$ cat config.mk
export PLATFORM = sky130hd
export DESIGN_NAME = midi_track_event_encoder
export DESIGN_NICKNAME = d
export VERILOG_FILES = /design/src/design/mte_pkg.sv /design/src/design/mte_frame_build.sv /design/src/design/mte_byte_serializer.sv /design/src/design/midi_track_event_encoder.sv
export SDC_FILE = /design/constraint.sdc
export NUM_CORES = 1
export LEC_CHECK = 0
export BUFFER_PORTS_ARGS = -buffer_cell sky130_fd_sc_hd__buf_4
export CAP_MARGIN = 20
export CORE_UTILIZATION = 35
export CTS_BUF_LIST = sky130_fd_sc_hd__clkbuf_4 sky130_fd_sc_hd__clkbuf_8 sky130_fd_sc_hd__clkbuf_16
export DETAILED_ROUTE_END_ITERATION = 8
export SLEW_MARGIN = 20
export SYNTH_ARGS = -nofsm -noshare
export SYNTH_HDL_FRONTEND = slang
export SYNTH_SLANG_ARGS = --single-unit
$ cat constraint.sdc
create_clock -name i_clk -period 4.25 [get_ports i_clk]
set_input_delay 0.425 -clock i_clk [delete_from_list [all_inputs] [get_ports i_clk]]
set_output_delay 0.425 -clock i_clk [all_outputs]
set_load 0.02 [all_outputs]
$ cat src/design/mte_pkg.sv
// ---------------------------------------------------------------------------
// mte_pkg - shared types and constants for the MIDI track event encoder
// Event record, opcode codes, status bytes and frame layout.
// ---------------------------------------------------------------------------
package mte_pkg;

    localparam int unsigned TICK_W      = 32;
    localparam int unsigned FRAME_BYTES = 11;               // worst case: note on
    localparam int unsigned FRAME_W     = FRAME_BYTES * 8;
    localparam int unsigned BODY_BYTES  = 7;
    localparam int unsigned BODY_W      = BODY_BYTES * 8;
    localparam int unsigned VLQ_W       = 32;
    localparam int unsigned CNT_W       = 4;
    localparam int unsigned TDATA_IN_W  = 80;

    typedef enum logic [2:0] {
        OP_NOTE_ON  = 3'd0,
        OP_NOTE_OFF = 3'd1,
        OP_BEND     = 3'd2,
        OP_CTRL     = 3'd3,
        OP_EOT      = 3'd4
    } t_opcode;

    localparam logic [7:0] ST_NOTE_OFF = 8'h80;
    localparam logic [7:0] ST_NOTE_ON  = 8'h90;
    localparam logic [7:0] ST_CTRL     = 8'hB0;
    localparam logic [7:0] ST_BEND     = 8'hE0;
    localparam logic [7:0] META_MARK   = 8'hFF;
    localparam logic [7:0] META_EOT    = 8'h2F;
    localparam logic [7:0] BYTE_ZERO   = 8'h00;
    localparam logic [7:0] VLQ_MORE    = 8'h80;

    typedef struct packed {
        t_opcode             opcode;
        logic [TICK_W-1:0]   event_tick;
        logic [3:0]          channel;
        logic [6:0]          note_pitch;
        logic [6:0]          note_velocity;
        logic [13:0]         bend_amount;
        logic [6:0]          controller_number;
        logic [6:0]          controller_value;
    } t_event;

    // data: byte 0 (first on the wire) in the lowest bits
    typedef struct packed {
        logic [FRAME_W-1:0]  data;
        logic [CNT_W-1:0]    count;
    } t_frame;

endpackage

$ cat src/design/mte_frame_build.sv
// ---------------------------------------------------------------------------
// mte_frame_build - event to byte frame
// Delta time, saturation, VLQ packing and message body for one event.
// ---------------------------------------------------------------------------
module mte_frame_build (
    input  mte_pkg::t_event              i_event,
    input  logic [mte_pkg::TICK_W-1:0]   i_last_tick,
    output mte_pkg::t_frame              o_frame
);
    import mte_pkg::*;

    logic [TICK_W-1:0] w_delta;
    logic [27:0]       w_sat;
    logic [2:0]        w_nv;
    logic [VLQ_W-1:0]  w_vlq;
    logic [BODY_W-1:0] w_body;
    logic [CNT_W-1:0]  w_body_len;
    logic [7:0]        w_g0, w_g1, w_g2, w_g3;
    logic [7:0]        w_st_bend;

    always_comb begin
        w_delta = (i_event.event_tick >= i_last_tick) ?
                  (i_event.event_tick - i_last_tick) : '0;
        w_sat   = (w_delta[31:28] != 4'd0) ? '1 : w_delta[27:0];
        w_g0    = {1'b0, w_sat[6:0]};
        w_g1    = VLQ_MORE | {1'b0, w_sat[13:7]};
        w_g2    = VLQ_MORE | {1'b0, w_sat[20:14]};
        w_g3    = VLQ_MORE | {1'b0, w_sat[27:21]};

        if (i_event.opcode == OP_EOT) begin
            w_nv  = 3'd1;
            w_vlq = '0;
        end else if (w_sat[27:21] != 7'd0) begin
            w_nv  = 3'd4;
            w_vlq = {w_g0, w_g1, w_g2, w_g3};
        end else if (w_sat[20:14] != 7'd0) begin
            w_nv  = 3'd3;
            w_vlq = {8'd0, w_g0, w_g1, w_g2};
        end else if (w_sat[13:7] != 7'd0) begin
            w_nv  = 3'd2;
            w_vlq = {16'd0, w_g0, w_g1};
        end else begin
            w_nv  = 3'd1;
            w_vlq = {24'd0, w_g0};
        end

        w_st_bend = {ST_BEND[7:4], i_event.channel};
        case (i_event.opcode)
            OP_NOTE_ON: begin
                // bend message, zero delta, then the note on itself
                w_body     = {1'b0, i_event.note_velocity, 1'b0, i_event.note_pitch,
                              ST_NOTE_ON[7:4], i_event.channel, BYTE_ZERO,
                              1'b0, i_event.bend_amount[13:7],
                              1'b0, i_event.bend_amount[6:0], w_st_bend};
                w_body_len = CNT_W'(7);
            end
            OP_NOTE_OFF: begin
                w_body     = {32'd0, BYTE_ZERO, 1'b0, i_event.note_pitch,
                              ST_NOTE_OFF[7:4], i_event.channel};
                w_body_len = CNT_W'(3);
            end
            OP_BEND: begin
                w_body     = {32'd0, 1'b0, i_event.bend_amount[13:7],
                              1'b0, i_event.bend_amount[6:0], w_st_bend};
                w_body_len = CNT_W'(3);
            end
            OP_CTRL: begin
                w_body     = {32'd0, 1'b0, i_event.controller_value,
                              1'b0, i_event.controller_number,
                              ST_CTRL[7:4], i_event.channel};
                w_body_len = CNT_W'(3);
            end
            OP_EOT: begin
                w_body     = {32'd0, BYTE_ZERO, META_EOT, META_MARK};
                w_body_len = CNT_W'(3);
            end
            default: begin
                w_body     = '0;
                w_body_len = '0;
            end
        endcase

        o_frame.data  = ({{(FRAME_W-BODY_W){1'b0}}, w_body} << {w_nv, 3'b000})
                      | {{(FRAME_W-VLQ_W){1'b0}}, w_vlq};
        o_frame.count = {1'b0, w_nv} + w_body_len;
    end

endmodule

$ cat src/design/mte_byte_serializer.sv
// ---------------------------------------------------------------------------
// mte_byte_serializer - frame buffer and output register
// Shifts a frame out one byte per transfer; reloads as the last byte leaves.
// ---------------------------------------------------------------------------
module mte_byte_serializer (
    input  logic            i_clk,
    input  logic            i_rst_n,
    input  logic            i_frm_valid,
    input  mte_pkg::t_frame i_frame,
    output logic            o_frm_ready,
    output logic            o_valid,
    input  logic            i_ready,
    output logic [7:0]      o_byte,
    output logic            o_last
);
    import mte_pkg::*;

    logic [FRAME_W-1:0] r_data;
    logic [CNT_W-1:0]   r_cnt;
    logic               r_out_valid;
    logic [7:0]         r_out_byte;
    logic               r_out_last;

    logic w_out_free;
    logic w_pop;
    logic w_load;

    assign w_out_free  = !r_out_valid || i_ready;
    assign w_pop       = (r_cnt != '0) && w_out_free;
    assign o_frm_ready = (r_cnt == '0) || (w_pop && (r_cnt == CNT_W'(1)));
    assign w_load      = i_frm_valid && o_frm_ready;

    always_ff @(posedge i_clk) begin
        if (!i_rst_n) begin
            r_cnt       <= '0;
            r_out_valid <= 1'b0;
        end else begin
            if (w_load) begin
                r_cnt <= i_frame.count;
            end else if (w_pop) begin
                r_cnt <= r_cnt - CNT_W'(1);
            end
            if (w_pop) begin
                r_out_valid <= 1'b1;
            end else if (w_out_free) begin
                r_out_valid <= 1'b0;
            end
        end
    end

    always_ff @(posedge i_clk) begin
        if (w_load) begin
            r_data <= i_frame.data;
        end else if (w_pop) begin
            r_data <= r_data >> 8;
        end
        if (w_pop) begin
            r_out_byte <= r_data[7:0];
            r_out_last <= (r_cnt == CNT_W'(1));
        end
    end

    assign o_valid = r_out_valid;
    assign o_byte  = r_out_byte;
    assign o_last  = r_out_last;

endmodule

$ cat src/design/midi_track_event_encoder.sv
// ---------------------------------------------------------------------------
// midi_track_event_encoder - MIDI track event to byte stream
// Turns time-stamped events into track bytes: VLQ delta time + message.
// ---------------------------------------------------------------------------
//
// Channel    | Dir | tdata                                  | tuser  | tlast
// -----------+-----+----------------------------------------+--------+-----------
// s_axis     | in  | tick, chan, pitch, vel, bend, cc#, ccv | opcode | -
// m_axis     | out | out_byte                               | -      | last_byte
//
// One output byte per cycle while m_axis_tready is high; an event makes 4 to
// 11 bytes (note on is 7 bytes plus a 1..4 byte delta). The byte-wide output
// register sets that rate. Unused opcodes 5..7 are dropped at the input register.
// An event passes the input register, frame buffer and output register in turn.
// Reset (synchronous, active low) empties all stages and clears last_tick.
// The input register and frame buffer keep taking events while the output
// stalls, until both are full.
//
module midi_track_event_encoder (
    input  logic        i_clk,
    input  logic        i_rst_n,
    input  logic        i_s_axis_tvalid,
    output logic        o_s_axis_tready,
    // [31:0] event_tick, [35:32] channel, [42:36] note_pitch,
    // [49:43] note_velocity, [63:50] bend_amount, [70:64] controller_number,
    // [77:71] controller_value, [79:78] zero
    input  logic [79:0] i_s_axis_tdata,
    // [2:0] opcode
    input  logic [2:0]  i_s_axis_tuser,
    output logic        o_m_axis_tvalid,
    input  logic        i_m_axis_tready,
    // [7:0] out_byte
    output logic [7:0]  o_m_axis_tdata,
    // last_byte
    output logic        o_m_axis_tlast
);
    import mte_pkg::*;

    t_event             r_in;
    logic               r_in_valid;
    logic [TICK_W-1:0]  r_last_tick;

    t_event             w_event;
    t_frame             w_frame;
    logic               w_frm_ready;
    logic               w_s_xfer;
    logic               w_op_ok;
    logic               w_adv;

    // Unpack the slave transfer into the event record.
    always_comb begin
        w_event.opcode            = t_opcode'(i_s_axis_tuser);
        w_event.event_tick        = i_s_axis_tdata[31:0];
        w_event.channel           = i_s_axis_tdata[35:32];
        w_event.note_pitch        = i_s_axis_tdata[42:36];
        w_event.note_velocity     = i_s_axis_tdata[49:43];
        w_event.bend_amount       = i_s_axis_tdata[63:50];
        w_event.controller_number = i_s_axis_tdata[70:64];
        w_event.controller_value  = i_s_axis_tdata[77:71];
    end

    assign w_op_ok = (w_event.opcode == OP_NOTE_ON) || (w_event.opcode == OP_NOTE_OFF) ||
                     (w_event.opcode == OP_BEND)    || (w_event.opcode == OP_CTRL) ||
                     (w_event.opcode == OP_EOT);

    assign o_s_axis_tready = !r_in_valid || w_frm_ready;
    assign w_s_xfer        = i_s_axis_tvalid && o_s_axis_tready;
    // event moves from the input register into the frame buffer
    assign w_adv           = r_in_valid && w_frm_ready;

    always_ff @(posedge i_clk) begin
        if (!i_rst_n) begin
            r_in_valid  <= 1'b0;
            r_last_tick <= '0;
        end else begin
            if (o_s_axis_tready) begin
                // opcodes with no meaning make no bytes: drop them here
                r_in_valid <= w_s_xfer && w_op_ok;
            end
            // end of track carries no timing and leaves last_tick alone
            if (w_adv && (r_in.opcode != OP_EOT)) begin
                r_last_tick <= r_in.event_tick;
            end
        end
    end

    always_ff @(posedge i_clk) begin
        if (w_s_xfer) begin
            r_in <= w_event;
        end
    end

    mte_frame_build u_build (
        .i_event     (r_in),
        .i_last_tick (r_last_tick),
        .o_frame     (w_frame)
    );

    mte_byte_serializer u_ser (
        .i_clk       (i_clk),
        .i_rst_n     (i_rst_n),
        .i_frm_valid (r_in_valid),
        .i_frame     (w_frame),
        .o_frm_ready (w_frm_ready),
        .o_valid     (o_m_axis_tvalid),
        .i_ready     (i_m_axis_tready),
        .o_byte      (o_m_axis_tdata),
        .o_last      (o_m_axis_tlast)
    );

    // An event waiting on a busy frame buffer stays put.
    a_in_hold: assert property (@(posedge i_clk) disable iff (!i_rst_n)
        r_in_valid && !w_frm_ready |=> r_in_valid)
        else $error("input stage lost an event while the frame buffer was busy");

    // last_tick moves only when a timed event enters the frame buffer.
    a_tick_stable: assert property (@(posedge i_clk) disable iff (!i_rst_n)
        !(w_adv && (r_in.opcode != OP_EOT)) |=> $stable(r_last_tick))
        else $error("last_tick changed without a timed event");

    // Every frame built is between 4 and 11 bytes.
    a_frame_len: assert property (@(posedge i_clk) disable iff (!i_rst_n)
        r_in_valid |-> (w_frame.count >= CNT_W'(4)) && (w_frame.count <= CNT_W'(FRAME_BYTES)))
        else $error("frame length out of range");

    // Back-pressure toward the source only comes from a held event.
    a_ready_cause: assert property (@(posedge i_clk) disable iff (!i_rst_n)
        !o_s_axis_tready |-> r_in_valid)
        else $error("tready low with an empty input stage");

endmodule
==> results.json, run 1 <==
{
  "criticalPathCategory": "reg -> reg",
  "cp_common_cell": "buf_4",
  "muxShareOfSynthArea_pct": 2.38,
  "ant_nets": 0,
  "cp_slowest_stage_delay_ns": 0.61,
  "max_slew_margin_pct": 20.2,
  "drv_cap": 0,
  "floorplan.initialDensity_pct": 35.8,
  "reg2regPathDepth": 17,
  "cts_tree": "done",
  "yosys-top-cells-count": "178 x edfxtp_1, 169 x nand2_1, 110 x a21oi_1",
  "num_io_pins": 98,
  "core_region_area_mm2": 0.0347,
  "crit_arrival_ns": 4.71,
  "cts-root-buf": "clkbuf_16",
  "yosys_warnings": 0,
  "synth_top_family_by_area": "compound AO/OA/AOI/OAI gates",
  "worstPathRequired_ns": 4.58,
  "cts_sinks": 216,
  "path_delay_family": "simple AND/OR/NAND/NOR gates",
  "worstSetupStartpointType": "register",
  "status": "finished with violations",
  "ir_drop_v": 0.000318,
  "synthDominantCellAreaShare_pct": 43.0,
  "async_flop_share_pct": 0,
  "violations": "negative setup slack",
  "worstPathMaxFanout": 13,
  "route.detailed.wl_per_inst_um": 19.0,
  "rows": 68,
  "drt_iter0_drc": 934,
  "hold_viol": 0,
  "antenna_found_initial": 0,
  "dpl_cell_area_mm2": 0.0146,
  "path_clk_slew_ns": 0.06,
  "fin_skew_ns": 0.0121,
  "leakage_nw": 6.03,
  "min_path_cells": 1,
  "tightest_slew_ns": 1.18,
  "htreeDepth": 1,
  "drv_slew": 0,
  "ctsHoldBuffers": 0,
  "synth_compound_area_share_pct": 21.6,
  "yosys.area_share.simple_pct": 17.2,
  "hp-class": "in -> reg",
  "ys.flop_type": "edfxtp_1",
  "synth-seq-cells": 216,
  "synthTopCellsByArea": "edfxtp_1 43%, dfxtp_1 6.1%, nand2_1 5.1%, a21oi_1 4.4%, ha_1 3.9%",
  "synth.distinct_cells": 85,
  "dieWidth_um": 191,
  "fin_area_mm2": 0.0161,
  "place.detailed.hpwl_um": 26700,
  "synth_edf_count": 178,
  "worst_skew_pair.late_latency_ns": 0.56,
  "power_density_mw_per_mm2": 601,
  "netlist_area_mm2": 0.0124,
  "cp-end-kind": "register",
  "dieArea_mm2": 0.0363,
  "area_growth_pct": 29.8,
  "period_needed_ns": 4.37,
  "place_congestion": 0.905,
  "worst_slack_ns": -0.124,
  "fmax_mhz": 229,
  "synthCells": 1279,
  "wirelength_um": 37500,
  "final.period_utilization_pct": 103,
  "vias_per_cell": 5.57,
  "synth-xor-area-share_pct": 1.27,
  "grtUsageTotal_pct": 20.5,
  "timing.critical_path.buf_inv": 4,
  "yosysMostFrequentCell": "edfxtp_1",
  "fin_tns_setup_ns": -2.09,
  "dieHeight_um": 191,
  "dr.pass1.iters": 5,
  "ys_seq_area_share_pct": 49.1,
  "drive_gt1_share_pct": 27.8,
  "crit_cells": 17,
  "route.detailed.drc": 0,
  "synthAdderAreaFrac_pct": 4.08,
  "synth_top_area_cell": "edfxtp_1",
  "ctsLongestPathBuffers": 3,
  "grt_max_degree": 82,
  "crit_chain": "inv_1 > ha_2 > fa_2 > nand2b_4 > a21o_1 > a2111o_1 > buf_4 > nand3_2 > a32o_2 > o221ai_2 > or4b_4 > or4_4 > a21oi_4 > buf_12 > buf_4 > nand2_1 > o311ai_1",
  "io_buffers": 95,
  "crit_slowest_cell": "or4b_4",
  "via_count": 10982,
  "fin_util_pct": 46.5,
  "setup_viol": 39,
  "rsz0062_at_grt": "true",
  "numCtsBuffers": 25,
  "diodes": 0,
  "overflow": 0,
  "nets": 1624,
  "synth_nets": 1406,
  "p_total_mw": 9.70,
  "grt_pass1_wl_um": 58800,
  "grt_pass1_vias": 10446,
  "avgSynthCellArea_um2": 9.72
}
[cells by family (layout without fill, tap and decap cells)]
logic type	after synthesis	count (layout)
AOI/OAI and AO/OA	403	403
DFF	216	216
and+or+nand+nor	443	443
xor gates and xnor gates	18	18
other	1	1
adders and majority gates	40	40
muxes	29	29
buffers and inverters	129	366
[power by group]
group | internal [mW] | switching, mW | leakage, nW | total, mW
sequential | 3.31 | 0.258 | 2.07 | 3.57
clock | 1.27 | 0.891 | 0.416 | 2.16
combinational | 1.59 | 2.37 | 3.55 | 3.96
[cell type report]
| class | count | area [um2] |
|---|---|---|
| Fill cell | 3257 | 18600 |
| Clock inverter | 9 | 85.1 |
| Clock buffer | 37 | 741 |
| Timing Repair Buffer | 267 | 2150 |
| Multi-Input combinational cell | 934 | 6290 |
| Tap cell | 455 | 569 |
| Sequential cell | 216 | 6110 |
| Inverter | 53 | 205 |
[layout by cell type (no fill, tap or decap), types with 12 or more instances in the layout]
master     synthesis  layout
a211oi_1          16      15
a21o_1            18      17
a21oi_1          110     100
a21oi_2            6      12
a22oi_1           24      19
and2_1            18      16
buf_4              1     250
clkbuf_16          0      26
dfxtp_1           38      38
edfxtp_1         178     178
ha_1              39      34
inv_1             52      50
mux2i_1           24      17
nand2_1          169     164
nand2b_1          19      18
nand3_1           24      21
nand4_1           18      18
nor2_1            86      84
nor2b_1           19      19
nor3_1            29      23
o211ai_1          18      18
o21a_1            14      14
o21ai_0           77      63
o21ai_1           10      22
or3_1             14      13
xor2_1            12      12
[registers in the layout, summed over array words and instances (netlist names)]
name and flops:
r_in 81, r_in_valid 1, r_last_tick 32, u_ser.o_byte 8, u_ser.o_last 1, u_ser.o_valid 1
u_ser.r_cnt 4, u_ser.r_data 88
[worst reg2reg max path, stage by stage, from the launching register on]
cell      delay [ns]
edfxtp_1        0.34
inv_1           0.05
ha_2            0.19
fa_2            0.34
nand2b_4        0.15
a21o_1          0.22
a2111o_1        0.47
buf_4           0.18
nand3_2         0.08
a32o_2          0.20
o221ai_2        0.10
or4b_4          0.61
or4_4           0.59
a21oi_4         0.19
buf_12          0.17
buf_4           0.12
nand2_1         0.05
o311ai_1        0.11
[metal layers]
| layer | up-vias | global-route usage, % | wire (um) |
|---|---|---|---|
| met5 | - | 0 | 0 |
| met4 | 0 | 6.40 | 1000 |
| met3 | 66 | 3.59 | 2920 |
| met2 | 456 | 31.4 | 16400 |
| met1 | 5221 | 29.3 | 17200 |
| li1 | 5239 | - | - |
[final timing paths]
| kind | slack [ns] | endpoint | from |
|---|---|---|---|
| worst max-delay path | -0.12 | u_ser.r_data[8] | r_in[46] |
| worst min-delay path | 0.04 | r_in[19] | i_s_axis_tdata[55] |
| worst max register to register | -0.12 | u_ser.r_data[8] | r_in[46] |
| worst min register to register | 0.43 | u_ser.o_byte[0] | u_ser.r_data[0] |
[what timing repair did]
action | 4_1_cts | 5_1_grt
gates cloned | 0 | 2
pin swaps | 16 | 8
endpoints found under the hold margin | 0 | 0
setup buffers | 11 | 6
setup endpoints to repair | 72 | 86
gates resized for setup | 48 | 69
[metrics by stage]
stage | worst slack, ns | hold WS (ns) | cells
6_report | -0.124 | 0.0356 | 1971
5_1_grt | -0.288 | 0.0161 | 1971
4_1_cts | -0.154 | 0.00769 | 1962
3_5_place_dp | -0.253 | 0.409 | 1905
3_3_place_gp | -0.211 | 0.406 | 1905
2_1_floorplan | 0.00220 | 0.400 | 1279
No activity file was read; power rests on OpenSTA's default activity.
==> run 2: changes to the inputs <==
--- a/config.mk
+++ b/config.mk
@@ -10,6 +10,7 @@
 export CORE_UTILIZATION = 35
 export CTS_BUF_LIST = sky130_fd_sc_hd__clkbuf_4 sky130_fd_sc_hd__clkbuf_8 sky130_fd_sc_hd__clkbuf_16
 export DETAILED_ROUTE_END_ITERATION = 8
+export SKIP_LAST_GASP = 1
 export SLEW_MARGIN = 20
 export SYNTH_ARGS = -nofsm -noshare
 export SYNTH_HDL_FRONTEND = slang
==> run 2 against run 1 <==
Effect of this change: the flow still finishes with violations (negative setup slack); clock skew decreased by 0.0021 ns; combinational power barely moved; via count shrank 0.37%; largest cell class unchanged; critical path type unchanged; wire length fell by 0.22%.
==> results.json, run 2 (same netlist as run 1, synthesis figures left out) <==
{
  "status": "finished with violations",
  "violations": "negative setup slack",
  "place.detailed.hpwl_um": 26700,
  "largest-register": "u_ser.r_data",
  "worst_skew_pair.late_latency_ns": 0.56,
  "fin_util_pct": 46.5,
  "drv_slew": 0,
  "final_cell_mix": "251 x buf_4, 178 x edfxtp_1, 165 x nand2_1, 101 x a21oi_1, 84 x nor2_1",
  "grt_max_degree": 82,
  "dieHeight_um": 191,
  "area_growth_pct": 29.6,
  "overflow": 0,
  "route.detailed.drc": 0,
  "max_slew_margin_pct": 19.3,
  "ir_drop_v": 0.000318,
  "floorplan.initialDensity_pct": 35.8,
  "htreeDepth": 1,
  "timing.critical_path.buf_inv": 3,
  "cts-root-buf": "clkbuf_16",
  "place_congestion": 0.905,
  "nets": 1624,
  "antenna_found_initial": 0,
  "grt_pass1_vias": 10459,
  "worstSetupStartpointType": "register",
  "largest_reg_flops": 88,
  "hp-class": "in -> reg",
  "met3_length_um": 2980,
  "cts_sinks": 216,
  "final.period_utilization_pct": 103,
  "cts_tree": "done",
  "drive_gt1_share_pct": 27.6,
  "dieWidth_um": 191,
  "diodes": 0,
  "wirelength_um": 37400,
  "wl_met2_um": 16400,
  "timing.rr.start": "r_in[46]",
  "p_total_mw": 9.66,
  "setup_viol": 40,
  "grtUsageTotal_pct": 20.5,
  "drv_cap": 0,
  "route.detailed.wl_per_inst_um": 19.0,
  "whs_ns": 0.0352,
  "criticalPathCategory": "reg -> reg",
  "grt_pass1_wl_um": 58800,
  "fmax_mhz": 228,
  "dr.pass1.iters": 6,
  "drt_iter0_drc": 939,
  "crit_slowest_cell": "or4b_4",
  "worstPathMaxFanout": 13,
  "final_common_cell": "buf_4",
  "power_density_mw_per_mm2": 599,
  "top_regs": "u_ser.r_data x88, r_in x81, r_last_tick x32",
  "wl_met1_um": 17100,
  "io_buffers": 95,
  "crit_path_end": "u_ser.r_data[41]",
  "ant_nets": 0,
  "path_delay_family": "simple AND/OR/NAND/NOR gates",
  "r2r_setup_slack_ns": -0.14,
  "ctsLongestPathBuffers": 3,
  "via_count": 10941,
  "cp-end-kind": "register",
  "hold_viol": 0,
  "tightest_slew_ns": 1.20,
  "worst_slack_ns": -0.145,
  "period_needed_ns": 4.39,
  "crit_start": "r_in[46]",
  "core_region_area_mm2": 0.0347,
  "crit_arrival_ns": 4.79,
  "ctsHoldBuffers": 0,
  "path_clk_slew_ns": 0.06,
  "worstPathRequired_ns": 4.64,
  "cp_slowest_stage_delay_ns": 0.61,
  "rows": 68,
  "dieArea_mm2": 0.0363,
  "crit_chain": "inv_1 > ha_2 > fa_2 > nand2b_4 > a21o_1 > a2111o_1 > buf_4 > nand3_2 > a32o_2 > o221ai_2 > or4b_4 > or4_4 > a21oi_4 > buf_12 > nand2_1 > o211ai_1",
  "rsz0062_at_grt": "true",
  "reg2reg_to": "u_ser.r_data[41]",
  "leakage_nw": 6.03,
  "topRoutingLayerUsed": "met4",
  "num_io_pins": 98,
  "crit_cells": 16,
  "numCtsBuffers": 25,
  "fin_tns_setup_ns": -2.22,
  "reg2regPathDepth": 16,
  "vias_per_cell": 5.55,
  "nFillCells": 3258,
  "fin_skew_ns": 0.00992
}
run 2: cell counts in the layout (fill, tap and decap cells not counted):
Identical to the previous run, type by type.
run 2: layer usage:
| layer | track usage (%) | up-vias |
|---|---|---|
| li1 | - | 5229 |
| met1 | 29.3 | 5216 |
| met2 | 31.4 | 431 |
| met3 | 3.64 | 65 |
| met4 | 6.37 | 0 |
| met5 | 0 | - |
run 2: what timing repair did:
item,in CTS,in global routing
pin swaps,15,10
resized for setup,43,68
cloned,0,2
setup endpoints to repair,72,88
setup buffers,11,6
endpoints found under the hold margin,0,0
run 2: area by class of cell:
type	count	area, um2	area share [%]
multi-input cells	934	6270	38.9
flip-flops and latches	216	6110	37.9
repair buffers	267	2150	13.3
clock buffers	37	741	4.59
well taps	455	569	3.53
inverters	53	205	1.27
clock inverters	9	85.1	0.528
run 2: worst reg2reg max path: cells and delay by family (launching register included):
family | cells | cell delay [ns]
compound gates | 6 | 1.42
simple gates | 5 | 1.55
flops | 1 | 0.34
buf+inv | 3 | 0.40
fa+ha+maj | 2 | 0.53
run 2: metrics by stage:
stage	instances	setup WS [ns]	cell area [um2]
after detailed placement	1905	-0.253	14600
after CTS	1962	-0.154	15700
final	1971	-0.145	16100
after floorplan	1279	0.00220	12500
after global placement	1905	-0.211	14600
after global routing	1971	-0.288	16100
run 2: worst min path at each step:
| stage | from | cells after the start | end |
|---|---|---|---|
| finish | i_s_axis_tdata[55] | 1 | r_in[19] |
| global route | i_s_axis_tdata[21] | 1 | r_in[67] |
| CTS | i_s_axis_tdata[59] | 1 | r_in[23] |
| detailed placement | u_ser.r_data[0] | 0 | u_ser.o_byte[0] |
| global placement | u_ser.r_data[5] | 0 | u_ser.o_byte[5] |
| floorplan | u_ser.r_data[0] | 0 | u_ser.o_byte[0] |
run 2: power breakdown:
| part | internal, mW | leakage [nW] | switching (mW) |
|---|---|---|---|
| Combinational | 1.59 | 3.54 | 2.35 |
| Sequential | 3.31 | 2.07 | 0.257 |
| Clock | 1.27 | 0.416 | 0.888 |
| Total | 6.17 | 6.03 | 3.49 |
==> run 3: changes to the inputs <==
--- a/config.mk
+++ b/config.mk
@@ -7,7 +7,7 @@
 export LEC_CHECK = 0
 export BUFFER_PORTS_ARGS = -buffer_cell sky130_fd_sc_hd__buf_4
 export CAP_MARGIN = 20
-export CORE_UTILIZATION = 35
+export CORE_UTILIZATION = 30
 export CTS_BUF_LIST = sky130_fd_sc_hd__clkbuf_4 sky130_fd_sc_hd__clkbuf_8 sky130_fd_sc_hd__clkbuf_16
 export DETAILED_ROUTE_END_ITERATION = 8
 export SKIP_LAST_GASP = 1
==> run 3 against run 2 <==
Effect of this change: largest cell class unchanged; sequential share of layout area down 0.42 points; sequential power barely moved; maximum frequency grew 0.84%; first-iteration DRC count rose by 1.2%; critical path type unchanged; the flow still finishes with violations (negative setup slack); total power down 0.27%; design area is 1.1% higher; via count is 0.16% higher.
==> results.json, run 3 (same netlist as run 1, synthesis figures left out) <==
{
  "status": "finished with violations",
  "violations": "negative setup slack",
  "route.detailed.wl_per_inst_um": 19.0,
  "cp-end-kind": "register",
  "path_clk_slew_ns": 0.06,
  "floorplan.initialDensity_pct": 30.5,
  "hp-class": "in -> reg",
  "dr.pass1.iters": 6,
  "numCtsBuffers": 24,
  "drv_cap": 0,
  "grt_pass1_vias": 10425,
  "cts_tree": "done",
  "fin_skew_ns": 0.0162,
  "r2r_setup_slack_ns": -0.11,
  "topRoutingLayerUsed": "met4",
  "place_congestion": 0.914,
  "fin_cells": 2064,
  "wl_met2_um": 17600,
  "hp-start": "i_s_axis_tdata[59]",
  "final.period_utilization_pct": 103,
  "grt_max_degree": 78,
  "largest_reg_flops": 88,
  "period_needed_ns": 4.36,
  "ctsHoldBuffers": 0,
  "htreeDepth": 1,
  "dieArea_mm2": 0.0423,
  "largest-register": "u_ser.r_data",
  "fin_tns_setup_ns": -0.639,
  "pre_cts_slack_ns": -0.192,
  "num_io_pins": 98,
  "worstSetupStartpointType": "register",
  "met3_length_um": 2700,
  "final_common_cell": "buf_4",
  "dieWidth_um": 206,
  "wl_met1_um": 17800,
  "cts_sinks": 216,
  "setup_viol": 12,
  "core_region_area_mm2": 0.0408,
  "tightest_slew_ns": 1.07,
  "drv_slew": 0,
  "rows": 74,
  "grtUsageTotal_pct": 17.9,
  "top_regs": "u_ser.r_data x88, r_in x81, r_last_tick x32",
  "fmax_mhz": 229,
  "area_growth_pct": 31.1,
  "via_count": 10958,
  "wirelength_um": 39200,
  "min_path_cells": 1,
  "nets": 1641,
  "place.detailed.hpwl_um": 27700,
  "grt_pass1_wl_um": 59000,
  "criticalPathCategory": "reg -> reg",
  "io_buffers": 95,
  "antenna_found_initial": 0,
  "worstPathRequired_ns": 4.65,
  "drt_iter0_drc": 950,
  "diodes": 0,
  "drive_gt1_share_pct": 28.9,
  "overflow": 0,
  "ctsLongestPathBuffers": 3,
  "reg2regPathDepth": 16,
  "dieHeight_um": 206,
  "route.detailed.drc": 0,
  "hold_viol": 0,
  "vias_per_cell": 5.31,
  "reg2reg_to": "u_ser.r_data[53]",
  "max_slew_margin_pct": 28.2,
  "dpl_cell_area_mm2": 0.0148,
  "worst_skew_pair.late_latency_ns": 0.56,
  "leakage_nw": 6.10,
  "crit_arrival_ns": 4.76,
  "fin_util_pct": 39.9,
  "place_inst": 1998,
  "ant_nets": 0,
  "worstPathMaxFanout": 5,
  "ir_drop_v": 0.000443,
  "worst_slack_ns": -0.108,
  "cts-root-buf": "clkbuf_16",
  "rsz0062_at_grt": "true",
  "timing.rr.start": "r_in[46]",
  "final_cell_mix": "269 x buf_4, 178 x edfxtp_1, 166 x nand2_1, 95 x a21oi_1, 83 x nor2_1",
  "power_density_mw_per_mm2": 591,
  "fin_area_mm2": 0.0163,
  "hold_end": "r_in[23]"
}
==> run 3: cell count changes in the layout (fill, tap and decap cells not counted), moves of 5 or more <==
cell / before / now
a22oi_1: 19 / 24
ha_1: 35 / 30
a22oi_2: 5 / 0
buf_4: 251 / 269
o21ai_0: 63 / 69
a21oi_2: 11 / 19
a21oi_1: 101 / 95
o21ai_1: 23 / 15
==> run 3: layout make-up <==
class | instances | area, um2
tap | 532 | 666
sequential | 216 | 6110
clock buffer | 30 | 646
timing repair buffer | 285 | 2290
multi-input combinational | 934 | 6270
fill | 3995 | 24500
clock inverter | 14 | 133
inverter | 53 | 203
==> run 3: where the power goes <==
group          switching (mW)  internal [mW]
registers               0.257           3.31
logic                    2.35           1.63
clock network           0.892           1.20
total                    3.50           6.14
==> run 3: how the worst max path moves through the flow <==
stage	endpoint	slack [ns]	cells after the start	from
6_report	u_ser.r_data[53]	-0.11	16	r_in[46]
2_1_floorplan	u_ser.r_cnt[2]	0.002	19	r_in[46]
4_1_cts	u_ser.r_data[50]	-0.04	15	r_in[46]
3_3_place_gp	u_ser.r_cnt[1]	-0.16	19	r_in[46]
5_1_grt	u_ser.r_data[53]	-0.21	16	r_in[46]
3_5_place_dp	u_ser.r_data[46]	-0.19	15	r_in[46]
==> run 3: metrics by stage <==
stage	hold WS, ns	total power [mW]
CTS	0.0175	9.39
finish	0.0345	9.64
global placement	0.410	7.19
floorplan	0.400	5.83
global route	0.0195	10.2
detailed placement	0.408	7.24
==> run 3: worst max-delay path, stage by stage (launching register included) <==
cell,delay (ns)
edfxtp_1,0.34
inv_1,0.05
ha_2,0.18
fa_2,0.34
nand2b_4,0.16
a21o_4,0.22
a2111o_1,0.48
a31oi_2,0.22
o32ai_2,0.12
or4_4,0.44
or3_1,0.38
or4_4,0.47
a21oi_4,0.24
buf_12,0.14
buf_12,0.12
nand2_1,0.10
o221ai_1,0.21
==> run 3: timing repair <==
item,CTS,global route
gates resized for setup,15,90
setup buffers,1,19
setup endpoints to repair,69,84
pin swaps,7,20
gates cloned,0,2
==> run 3: metal layers <==
layer,vias up,GRT usage (%)
li1,5276,-
met4,0,5.56
met5,-,0
met1,5263,25.5
met2,360,27.5
met3,59,2.79
